**src/sv/psrq_pkg.sv**
```systemverilog
package psrq_pkg;

  localparam int unsigned QUEUE_DEPTH_DEF   = 16;
  localparam int unsigned TASK_ID_BITS_DEF  = 8;
  localparam int unsigned PRIORITY_BITS_DEF = 8;
  localparam int unsigned STATUS_BITS       = 2;

  typedef enum logic {
    OP_INSERT = 1'b0,
    OP_REMOVE = 1'b1
  } opcode_e;

  typedef enum logic [STATUS_BITS-1:0] {
    STAT_OK      = 2'd0,
    STAT_FULL    = 2'd1,
    STAT_MISSING = 2'd2
  } status_e;

  // update command broadcast to every cell
  typedef struct packed {
    logic ins;
    logic rem;
  } op_t;

endpackage

```
**src/sv/psrq_in_if.sv**
```systemverilog
interface psrq_in_if #(
  parameter int unsigned IdBits   = 8,
  parameter int unsigned PrioBits = 8
);
  logic                valid;
  logic                ready;
  logic                opcode;
  logic [IdBits-1:0]   task_id;
  logic [PrioBits-1:0] task_priority;

  modport source (output valid, output opcode, output task_id, output task_priority,
                  input ready);
  modport sink   (input valid, input opcode, input task_id, input task_priority,
                  output ready);
endinterface

```
**src/sv/psrq_out_if.sv**
```systemverilog
interface psrq_out_if #(
  parameter int unsigned IdBits   = 8,
  parameter int unsigned PrioBits = 8,
  parameter int unsigned CntBits  = 5
);
  logic                valid;
  logic                ready;
  logic [1:0]          status;
  logic                head_valid;
  logic [IdBits-1:0]   head_task_id;
  logic [PrioBits-1:0] head_priority;
  logic [CntBits-1:0]  task_count;

  modport source (output valid, output status, output head_valid, output head_task_id,
                  output head_priority, output task_count, input ready);
  modport sink   (input valid, input status, input head_valid, input head_task_id,
                  input head_priority, input task_count, output ready);
endinterface

```
**src/sv/priority_sorted_ready_queue.sv**
```systemverilog
// a result is registered and offered in the cycle after its item is transferred
// throughput: one insert or remove per cycle while the sink takes each result; every slot cell shifts in parallel,
//   each cell finds the insert point from its own slot, the first id match ripples along the row of cells
// a pending result does not block the next item when the sink takes it that cycle
// reset: all slots empty, count zero, no result pending
module priority_sorted_ready_queue import psrq_pkg::*; #(
  parameter int unsigned QueueDepth = QUEUE_DEPTH_DEF,
  parameter int unsigned IdBits     = TASK_ID_BITS_DEF,
  parameter int unsigned PrioBits   = PRIORITY_BITS_DEF
) (
  input  logic        clk_i,
  input  logic        rst_ni,
  psrq_in_if.sink     req_i,
  psrq_out_if.source  rsp_o
);

  localparam int unsigned CntBits = $clog2(QueueDepth + 1);

  logic                valid_w [QueueDepth];
  logic [IdBits-1:0]   id_w    [QueueDepth];
  logic [PrioBits-1:0] prio_w  [QueueDepth];
  logic                before_w[QueueDepth+1];
  logic                hit_w   [QueueDepth+1];
  logic [QueueDepth-1:0] valid_vec;

  logic               rsp_valid_q;
  status_e            status_q, status_d;
  logic [CntBits-1:0] count_q, count_d;

  logic transfer, is_remove, full, found;
  op_t  op;

  assign req_i.ready = !rsp_valid_q || rsp_o.ready;
  assign transfer    = req_i.valid && req_i.ready;
  assign is_remove   = (req_i.opcode == OP_REMOVE);
  assign full        = valid_w[QueueDepth-1];
  assign found       = hit_w[QueueDepth];

  assign op.ins = transfer && !is_remove && !full;
  assign op.rem = transfer && is_remove && found;

  assign before_w[0] = 1'b0;
  assign hit_w[0]    = 1'b0;

  for (genvar i = 0; i < QueueDepth; i++) begin : g_cell
    logic                lv, rv;
    logic [IdBits-1:0]   lid, rid;
    logic [PrioBits-1:0] lpr, rpr;

    if (i == 0) begin : g_left_edge
      assign lv  = 1'b0;
      assign lid = '0;
      assign lpr = '0;
    end else begin : g_left
      assign lv  = valid_w[i-1];
      assign lid = id_w[i-1];
      assign lpr = prio_w[i-1];
    end

    if (i == QueueDepth - 1) begin : g_right_edge
      assign rv  = 1'b0;
      assign rid = '0;
      assign rpr = '0;
    end else begin : g_right
      assign rv  = valid_w[i+1];
      assign rid = id_w[i+1];
      assign rpr = prio_w[i+1];
    end

    psrq_cell #(
      .IdBits   (IdBits),
      .PrioBits (PrioBits)
    ) u_cell (
      .clk_i         (clk_i),
      .rst_ni        (rst_ni),
      .op_i          (op),
      .new_id_i      (req_i.task_id),
      .new_prio_i    (req_i.task_priority),
      .left_valid_i  (lv),
      .left_id_i     (lid),
      .left_prio_i   (lpr),
      .right_valid_i (rv),
      .right_id_i    (rid),
      .right_prio_i  (rpr),
      .before_i      (before_w[i]),
      .hit_i         (hit_w[i]),
      .before_o      (before_w[i+1]),
      .hit_o         (hit_w[i+1]),
      .valid_o       (valid_w[i]),
      .id_o          (id_w[i]),
      .prio_o        (prio_w[i])
    );

    assign valid_vec[i] = valid_w[i];
  end

  always_comb begin
    status_d = STAT_OK;
    count_d  = count_q;
    if (is_remove) begin
      if (found) begin
        count_d = count_q - CntBits'(1);
      end else begin
        status_d = STAT_MISSING;
      end
    end else begin
      if (full) begin
        status_d = STAT_FULL;
      end else begin
        count_d = count_q + CntBits'(1);
      end
    end
  end

  always_ff @(posedge clk_i or negedge rst_ni) begin
    if (!rst_ni) begin
      rsp_valid_q <= 1'b0;
      count_q     <= '0;
      status_q    <= STAT_OK;
    end else begin
      if (transfer) begin
        rsp_valid_q <= 1'b1;
        count_q     <= count_d;
        status_q    <= status_d;
      end else if (rsp_o.ready) begin
        rsp_valid_q <= 1'b0;
      end
    end
  end

  // slots change only on an input transfer, which also reloads the result,
  // so the head cell matches the pending result
  assign rsp_o.valid         = rsp_valid_q;
  assign rsp_o.status        = status_q;
  assign rsp_o.head_valid    = valid_w[0];
  assign rsp_o.head_task_id  = valid_w[0] ? id_w[0] : '0;
  assign rsp_o.head_priority = valid_w[0] ? prio_w[0] : '0;
  assign rsp_o.task_count    = count_q;

  a_count_matches : assert property (@(posedge clk_i) disable iff (!rst_ni)
    $countones(valid_vec) == 32'(count_q))
    else $error("slot count differs from occupied cells");

  a_valid_prefix : assert property (@(posedge clk_i) disable iff (!rst_ni)
    ((valid_vec >> 1) & ~valid_vec) == '0)
    else $error("occupied slots are not contiguous from the head");

  a_full_refused : assert property (@(posedge clk_i) disable iff (!rst_ni)
    transfer && !is_remove && full |=> status_q == STAT_FULL && $stable(valid_vec))
    else $error("insert into full queue changed state");

  a_missing_kept : assert property (@(posedge clk_i) disable iff (!rst_ni)
    transfer && is_remove && !found |=> status_q == STAT_MISSING && $stable(count_q))
    else $error("remove of absent id changed count");

endmodule

```
**src/sv/psrq_cell.sv**
```systemverilog
module psrq_cell import psrq_pkg::*; #(
  parameter int unsigned IdBits   = TASK_ID_BITS_DEF,
  parameter int unsigned PrioBits = PRIORITY_BITS_DEF
) (
  input  logic                clk_i,
  input  logic                rst_ni,
  input  op_t                 op_i,
  input  logic [IdBits-1:0]   new_id_i,
  input  logic [PrioBits-1:0] new_prio_i,
  input  logic                left_valid_i,
  input  logic [IdBits-1:0]   left_id_i,
  input  logic [PrioBits-1:0] left_prio_i,
  input  logic                right_valid_i,
  input  logic [IdBits-1:0]   right_id_i,
  input  logic [PrioBits-1:0] right_prio_i,
  input  logic                before_i,
  input  logic                hit_i,
  output logic                before_o,
  output logic                hit_o,
  output logic                valid_o,
  output logic [IdBits-1:0]   id_o,
  output logic [PrioBits-1:0] prio_o
);

  logic                valid_q, valid_d;
  logic [IdBits-1:0]   id_q, id_d;
  logic [PrioBits-1:0] prio_q, prio_d;

  // new task belongs at or ahead of this slot
  assign before_o = !valid_q || (new_prio_i < prio_q);
  // first matching id at or ahead of this slot
  assign hit_o    = hit_i || (valid_q && (id_q == new_id_i));

  always_comb begin
    valid_d = valid_q;
    id_d    = id_q;
    prio_d  = prio_q;
    if (op_i.ins) begin
      if (before_i) begin
        valid_d = left_valid_i;
        id_d    = left_id_i;
        prio_d  = left_prio_i;
      end else if (before_o) begin
        valid_d = 1'b1;
        id_d    = new_id_i;
        prio_d  = new_prio_i;
      end
    end else if (op_i.rem && hit_o) begin
      valid_d = right_valid_i;
      id_d    = right_id_i;
      prio_d  = right_prio_i;
    end
  end

  always_ff @(posedge clk_i or negedge rst_ni) begin
    if (!rst_ni) begin
      valid_q <= 1'b0;
    end else begin
      valid_q <= valid_d;
    end
  end

  always_ff @(posedge clk_i) begin
    id_q   <= id_d;
    prio_q <= prio_d;
  end

  assign valid_o = valid_q;
  assign id_o    = id_q;
  assign prio_o  = prio_q;

endmodule
```
**src/flat_wrapper.sv**
```systemverilog
// flat-port wrapper written by rule: the top's interface ports become plain ports
module priority_sorted_ready_queue_flat import psrq_pkg::*;
#(
  parameter int unsigned QueueDepth = QUEUE_DEPTH_DEF,
  parameter int unsigned IdBits     = TASK_ID_BITS_DEF,
  parameter int unsigned PrioBits   = PRIORITY_BITS_DEF
)
  (clk_i, rst_ni, req_i_valid, req_i_opcode, req_i_task_id, req_i_task_priority, req_i_ready, rsp_o_valid, rsp_o_status, rsp_o_head_valid, rsp_o_head_task_id, rsp_o_head_priority, rsp_o_task_count, rsp_o_ready);
  psrq_in_if #(.IdBits(IdBits), .PrioBits(PrioBits)) req_i_i ();
  psrq_out_if #(.IdBits(IdBits), .PrioBits(PrioBits)) rsp_o_i ();
  input  logic clk_i;
  input  logic rst_ni;
  input wire logic [$bits(req_i_i.valid)-1:0] req_i_valid;
  input wire logic [$bits(req_i_i.opcode)-1:0] req_i_opcode;
  input wire logic [$bits(req_i_i.task_id)-1:0] req_i_task_id;
  input wire logic [$bits(req_i_i.task_priority)-1:0] req_i_task_priority;
  output wire logic [$bits(req_i_i.ready)-1:0] req_i_ready;
  output wire logic [$bits(rsp_o_i.valid)-1:0] rsp_o_valid;
  output wire logic [$bits(rsp_o_i.status)-1:0] rsp_o_status;
  output wire logic [$bits(rsp_o_i.head_valid)-1:0] rsp_o_head_valid;
  output wire logic [$bits(rsp_o_i.head_task_id)-1:0] rsp_o_head_task_id;
  output wire logic [$bits(rsp_o_i.head_priority)-1:0] rsp_o_head_priority;
  output wire logic [$bits(rsp_o_i.task_count)-1:0] rsp_o_task_count;
  input wire logic [$bits(rsp_o_i.ready)-1:0] rsp_o_ready;
  assign req_i_i.valid = req_i_valid;
  assign req_i_i.opcode = req_i_opcode;
  assign req_i_i.task_id = req_i_task_id;
  assign req_i_i.task_priority = req_i_task_priority;
  assign req_i_ready = req_i_i.ready;
  assign rsp_o_valid = rsp_o_i.valid;
  assign rsp_o_status = rsp_o_i.status;
  assign rsp_o_head_valid = rsp_o_i.head_valid;
  assign rsp_o_head_task_id = rsp_o_i.head_task_id;
  assign rsp_o_head_priority = rsp_o_i.head_priority;
  assign rsp_o_task_count = rsp_o_i.task_count;
  assign rsp_o_i.ready = rsp_o_ready;
  priority_sorted_ready_queue #(.QueueDepth(QueueDepth), .IdBits(IdBits), .PrioBits(PrioBits)) u_core (.clk_i(clk_i), .rst_ni(rst_ni), .req_i(req_i_i), .rsp_o(rsp_o_i));
endmodule
```
**config.mk**
```make
export PLATFORM = sky130hd
export DESIGN_NAME = priority_sorted_ready_queue_flat
export DESIGN_NICKNAME = d
export VERILOG_FILES = /design/src/sv/psrq_pkg.sv /design/src/sv/psrq_in_if.sv /design/src/sv/psrq_out_if.sv /design/src/sv/priority_sorted_ready_queue.sv /design/src/sv/psrq_cell.sv /design/src/flat_wrapper.sv
export SDC_FILE = /design/constraint.sdc
export NUM_CORES = 1
export LEC_CHECK = 0
export BUFFER_PORTS_ARGS = -buffer_cell sky130_fd_sc_hd__buf_2
export CORE_UTILIZATION = 35
export CTS_CLUSTER_DIAMETER = 100
export DETAILED_ROUTE_END_ITERATION = 12
export SLEW_MARGIN = 20
export SYNTH_ARGS = -nofsm -noshare
export SYNTH_HDL_FRONTEND = slang
export SYNTH_HIERARCHICAL = 1
export SYNTH_SLANG_ARGS = --single-unit
```
**constraint.sdc**
```tcl
create_clock -name clk_i -period 17.7 [get_ports clk_i]
set_input_delay 0.885 -clock clk_i [delete_from_list [all_inputs] [get_ports clk_i]]
set_output_delay 0.885 -clock clk_i [all_outputs]
set_load 0.01 [all_outputs]
```
==> flow_summary.toml, run 1 <==
[route]
routedWlPerCell_um = 19.7
final_antenna_net_count = 0
viasPerCell = 5.44
drtPass1Iterations = 5
drt-initial-drc-count = 1124
vias = 14500
post-route-drc-count = 0
wl_mm = 52.6

[timing]
setup_viol = 0
max_freq_ghz = 0.147
min_period_over_period = 0.383
finalSetupTns_ns = 0
rsz0062_at_grt = "no"
worst_slew_pin_slew_ns = 1.14
whs_ns = 0.418
fin_worst_skew_ns = 0.0247
drv_slew = 0
finalHoldViolCount = 0
min_period_ns = 6.78
relSlewSlack = 0.239

[cts]
cts_sinks = 280
ctsHoldBuffers = 0
clock_latency_ns = 0.54
cts_setup_buffers = 0
clockBufferDepth = 3
cts-htree-levels = 2
cts_tree = "built"
root_buffer = "clkbuf_16"
cts_resized = 0
clkTransAtPathRegs_ns = 0.06
cts_buffers = 34

[placed_design]
portBuffers = 46
dp_hpwl_mm = 36.2
place_congestion = 0.819

[floorplan]
die-area_um2 = 55700
ios = 47
die_h_um = 236
core_um2 = 53900
initial_core_util = 0.355
rows = 85
dieWidth_um = 236

[global_route]
grt_usage = 0.187
grt_pass1_wl_mm = 82.4
antenna_found_initial = 1
grt_max_degree = 174
overflow = 0
grt_pass1_vias = 14800

[power]
leakagePower_nw = 9.03
powerDensity_nw_per_um2 = 104
ir_drop_mv = 0.0734
finalPower_w = 0.00222

[critical_path]
crit_type = "in -> reg"
crit_slowest_cell = "inv_1"
crit_required_ns = 17.93
r2r_cells = 24
worst_setup_path_end_kind = "flip-flop"
crit_top_cell = "a31o_2"
r2r_end = "u_core/g_cell[4].u_cell/prio_o[5]$_DFFE_PP_"
critPathArrivalTime_ns = 7.02
crit_fanout = 32
max_stage_delay_ns = 0.49
startpoint = "req_i_task_id[0]"
rrSetupSlack_ns = 11.27
start_kind = "input port"
r2r-start = "u_core/g_cell[0].u_cell/valid_o$_DFFE_PN0P_"

[layout]
drive_above_1_share = 0.0985
syn2layout_area_growth_pct = 11.9
antenna_cells = 0
fin_nets = 2082

[yosys]
syn_inst = 1889
ys_types = 36
ys_seq_area_frac = 0.433
synth-seq-cells = 280
synth_area_um2 = 19200
ys.flop_type = "edfxtp_1"
async_flop_share = 0.0857
synth.avg_cell_area_um2 = 10.1
synth_edf_count = 256
yosysWarnings = 6

[worst_hold_path]
hp-class = "in -> async"

[run]
max_cap_violations = 0

[status]
status = "finished, final reports clean"
==> stage by stage <==
stage                     std cells   util  setup WS [ns]  cell area [um2]
after floorplan                1925      -          11.70            19300
after global placement         2605  0.378          10.48            20400
after detailed placement       2605  0.378          10.43            20400
after CTS                      2665  0.398          10.98            21400
after global routing           2665  0.398          10.74            21400
final                          2665  0.398          10.92            21400
==> cell type report <==
| cell class | count | area [um2] |
|---|---|---|
| tap | 696 | 871 |
| sequential | 280 | 8290 |
| timing repair buffer | 81 | 493 |
| multi-input combinational | 1431 | 10300 |
| fill | 5229 | 32500 |
| inverter | 117 | 447 |
| clock buffer | 44 | 920 |
| clock inverter | 16 | 138 |
==> power by group <==
part / switching (W) / leakage [nW] / total [W] / internal, W
Sequential: 0.0000938 / 2.59 / 0.000917 / 0.000824
Combinational: 0.000366 / 5.93 / 0.000635 / 0.000269
Clock: 0.000273 / 0.506 / 0.000669 / 0.000396
==> logic make-up after synthesis <==
logic type / share of synthesized area
AOI/OAI and AO/OA: 0.145
xor gates and xnor gates: 0.0603
adders and majority gates: 0.0761
buffers and inverters: 0.0440
DFF: 0.433
muxes: 0.144
other: 0.000196
and+or+nand+nor: 0.0981
==> cells in the final DEF, fill, tap and decap left out, drive strengths merged, types with 19 or more instances in the layout <==
| cell | synthesis | layout |
|---|---|---|
| a21oi | 290 | 290 |
| buf | 32 | 81 |
| clkbuf | 65 | 44 |
| conb | 1 | 37 |
| dfrtp | 24 | 24 |
| edfxtp | 256 | 256 |
| ha | 115 | 115 |
| inv | 117 | 118 |
| mux2i | 257 | 257 |
| nand2 | 55 | 55 |
| nand2b | 35 | 35 |
| nor2 | 259 | 259 |
| o21ai | 20 | 20 |
| o22a | 32 | 32 |
| xnor2 | 113 | 113 |
| xor2 | 19 | 19 |
==> flip-flops by register name (all words and copies together) (netlist names) <==
| signal | flops |
|---|---|
| u_core/rsp_o.task_count | 5 |
| u_core/g_cell.u_cell/prio_o | 128 |
| u_core/rsp_o.valid | 1 |
| u_core/g_cell.u_cell/valid_o | 16 |
| u_core/rsp_o.status | 2 |
| u_core/g_cell.u_cell/id_o | 128 |
==> layer usage <==
metal / vias up / GRT usage / routed length (um)
met5: - / 0 / 17
met1: 7131 / 0.247 / 23600
met2: 334 / 0.316 / 25500
li1: 6943 / - / -
met3: 79 / 0.0275 / 2330
met4: 2 / 0.0559 / 1150
==> cell usage after synthesis, types with 2 or more instances <==
master,number,share of area
a211o_1,16,0.0073
a21oi_1,290,0.076
a31o_2,16,0.0073
a31oi_1,16,0.0052
a41oi_1,16,0.0073
and2_1,16,0.0052
buf_2,32,0.0084
clkbuf_1,65,0.013
dfrtp_1,24,0.031
edfxtp_1,256,0.40
ha_1,115,0.075
inv_1,117,0.023
mux2_1,16,0.0094
mux2i_1,257,0.13
nand2_1,55,0.011
nand2b_1,34,0.011
nand3_1,18,0.0047
nand4_1,16,0.0052
nor2_1,259,0.051
nor2b_1,16,0.0052
nor3_1,16,0.0042
o211ai_1,16,0.0063
o21ai_0,18,0.0047
o21ai_1,2,0.00052
o22a_1,16,0.0073
o22a_2,16,0.0084
o41ai_2,16,0.014
xnor2_1,113,0.052
xor2_1,19,0.0087
==> worst max-delay path: cells and delay by family <==
| kind | cells | cell delay (ns) |
|---|---|---|
| buf+inv | 3 | 1.03 |
| compound gates | 18 | 4.19 |
| xor+xnor | 1 | 0.14 |
| simple gates | 5 | 0.74 |
==> how the worst max path moves through the flow <==
stage / cells past startpoint / to
2_1_floorplan: 25 / u_core/g_cell[10].u_cell/id_o[0]$_DFFE_PP_
3_3_place_gp: 27 / u_core/g_cell[5].u_cell/prio_o[3]$_DFFE_PP_
3_5_place_dp: 27 / u_core/g_cell[15].u_cell/prio_o[1]$_DFFE_PP_
4_1_cts: 27 / u_core/g_cell[8].u_cell/id_o[6]$_DFFE_PP_
5_1_grt: 27 / u_core/g_cell[3].u_cell/prio_o[3]$_DFFE_PP_
6_report: 27 / u_core/g_cell[4].u_cell/prio_o[5]$_DFFE_PP_
(Power assumes the default switching activity.)
==> run 2: changes to the inputs <==
Clock period 17.7 ns to 6 ns, I/O delays scaled along.
==> run 2 against run 1 <==
Against the previous run: sequential share of layout area fell by 0.60 points; setup slack worse by 11 ns; first-iteration DRC count decreased by 3.6%; wire length grew 2.5%; largest power group unchanged.
==> flow_summary.toml, run 2 (synthesis gave the netlist of run 1 again) <==
[layout]
antenna_cells = 0
fin_util = 0.404
regArea_um2 = 8290
drive_above_1_share = 0.107
multi_input_area_um2 = 10400
layout_commonest_cell = "a21oi_1"
layoutNonFillerInstCount = 2682
mostFrequentLayoutCells = "a21oi_1, nor2_1, mux2i_1"
fin_area_um2 = 21800
fillers = 5204
syn2layout_area_growth_pct = 13.6
fin_nets = 2100

[global_route]
overflow = 0
grt_max_degree = 168
grt_pass1_wl_mm = 82.3
antenna_found_initial = 0
grt_pass1_vias = 14900
grt_usage = 0.187

[critical_path]
rrSetupSlack_ns = 0.13
crit_type = "reg -> reg"
crit_fanout = 8
critPathArrivalTime_ns = 6.29
start_kind = "flip-flop"
worst_setup_path_end_kind = "flip-flop"
crit_required_ns = 6.43

[cts]
clock_latency_ns = 0.54
cts-htree-levels = 2
cts_buffers = 35
cts_tree = "built"
cts_sinks = 280
clockBufferDepth = 3
root_buffer = "clkbuf_16"
clkTransAtPathRegs_ns = 0.06

[route]
routedWlPerCell_um = 20.1
drtPass1Iterations = 6
wl_mm = 54.0
post-route-drc-count = 0
vias = 14600
viasPerCell = 5.45
final_antenna_net_count = 0
drt-initial-drc-count = 1084

[floorplan]
die_h_um = 236
rows = 85
core_um2 = 53900
die-area_um2 = 55700
initial_core_util = 0.355
dieWidth_um = 236
ios = 47

[timing]
finalSetupTns_ns = 0
finalHoldViolCount = 0
worst_slew_pin_slew_ns = 1.11
drv_slew = 0
relSlewSlack = 0.258
max_freq_ghz = 0.170
rsz0062_at_grt = "no"
min_period_ns = 5.87
setup_viol = 0
min_period_over_period = 0.978
fin_worst_skew_ns = 0.0235

[worst_hold_path]
hp-class = "in -> reg"

[power]
ir_drop_mv = 0.164
finalPower_w = 0.00655
powerDensity_nw_per_um2 = 301
leakagePower_nw = 9.15

[placed_design]
portBuffers = 46
place_congestion = 0.866
placed_cells = 2616
dpl-instance-area_um2 = 20500
dp_hpwl_mm = 37.2

[status]
status = "finished, final reports clean"

[run]
max_cap_violations = 0
-- run 2: repair_timing --
| item | 4_1_cts | 5_1_grt |
|---|---|---|
| resized for setup | 0 | 25 |
| endpoints found under the setup margin | 0 | 268 |
| endpoints found under the hold margin | 24 | 0 |
| buffers inserted | 0 | 1 |
| hold buffers | 1 | 0 |
-- run 2: worst paths after layout --
path / startpoint / to / cells after the start
max reg2reg: u_core/g_cell[0].u_cell/id_o[4]$_DFFE_PP_ / u_core/g_cell[0].u_cell/valid_o$_DFFE_PN0P_ / 27
max: u_core/g_cell[0].u_cell/id_o[4]$_DFFE_PP_ / u_core/g_cell[0].u_cell/valid_o$_DFFE_PN0P_ / 27
min in group asynchronous: rst_ni / u_core/g_cell[0].u_cell/valid_o$_DFFE_PN0P_ / 2
min: req_i_valid / u_core/rsp_o.valid$_DFFE_PN0P_ / 2
max in group asynchronous: rst_ni / u_core/g_cell[10].u_cell/valid_o$_DFFE_PN0P_ / 2
min reg2reg: u_core/rsp_o.task_count[4]$_DFFE_PN0P_ / u_core/rsp_o.task_count[4]$_DFFE_PN0P_ / 1
-- run 2: layer usage --
metal  global-route usage  vias to the layer above  routed length (um)
met5                    0                        -                   0
met4               0.0646                        0                1620
met3               0.0276                      110                2620
met2                0.321                      383               26300
met1                0.238                     7150               23400
li1                     -                     6975                   -
-- run 2: report_power, final --
group / switching, W / total, W / internal (W)
combinational: 0.00112 / 0.00195 / 0.000834
sequential: 0.000265 / 0.00269 / 0.00243
clock: 0.000816 / 0.00191 / 0.00109
total: 0.00220 / 0.00655 / 0.00435
-- run 2: final cells by class --
| cell class | instances | area share |
|---|---|---|
| multi-input cells | 1432 | 0.479 |
| flip-flops and latches | 280 | 0.381 |
| clock buffers | 44 | 0.0427 |
| well taps | 696 | 0.0400 |
| repair buffers | 97 | 0.0329 |
| inverters | 117 | 0.0209 |
| clock inverters | 16 | 0.00351 |
-- run 2: critical path, cell delays in order (launching register included) --
cell,delay [ns]
edfxtp_1,0.45
xnor2_1,0.16
nand2_1,0.11
nor3_1,0.07
a31o_2,0.26
a31o_2,0.24
a31o_2,0.23
a31o_2,0.23
a31o_2,0.23
a31o_2,0.22
a31o_2,0.23
a31o_2,0.24
a31o_2,0.23
a31o_2,0.22
a31o_2,0.23
a31o_2,0.23
a31o_2,0.25
a31o_4,0.22
a31o_2,0.22
a31o_2,0.23
and2_4,0.17
nand3_4,0.11
inv_8,0.06
buf_12,0.15
nand3_1,0.10
o41ai_2,0.12
mux2_1,0.34
o22a_1,0.20
-- run 2: metrics by stage --
stage               worst slack, ns  hold slack, ns
finish                        0.133          0.0887
global route                 0.0204          0.0782
CTS                          0.0997          0.0248
detailed placement           0.0911           0.407
global placement              0.149           0.405
floorplan                     0.467         0.00441
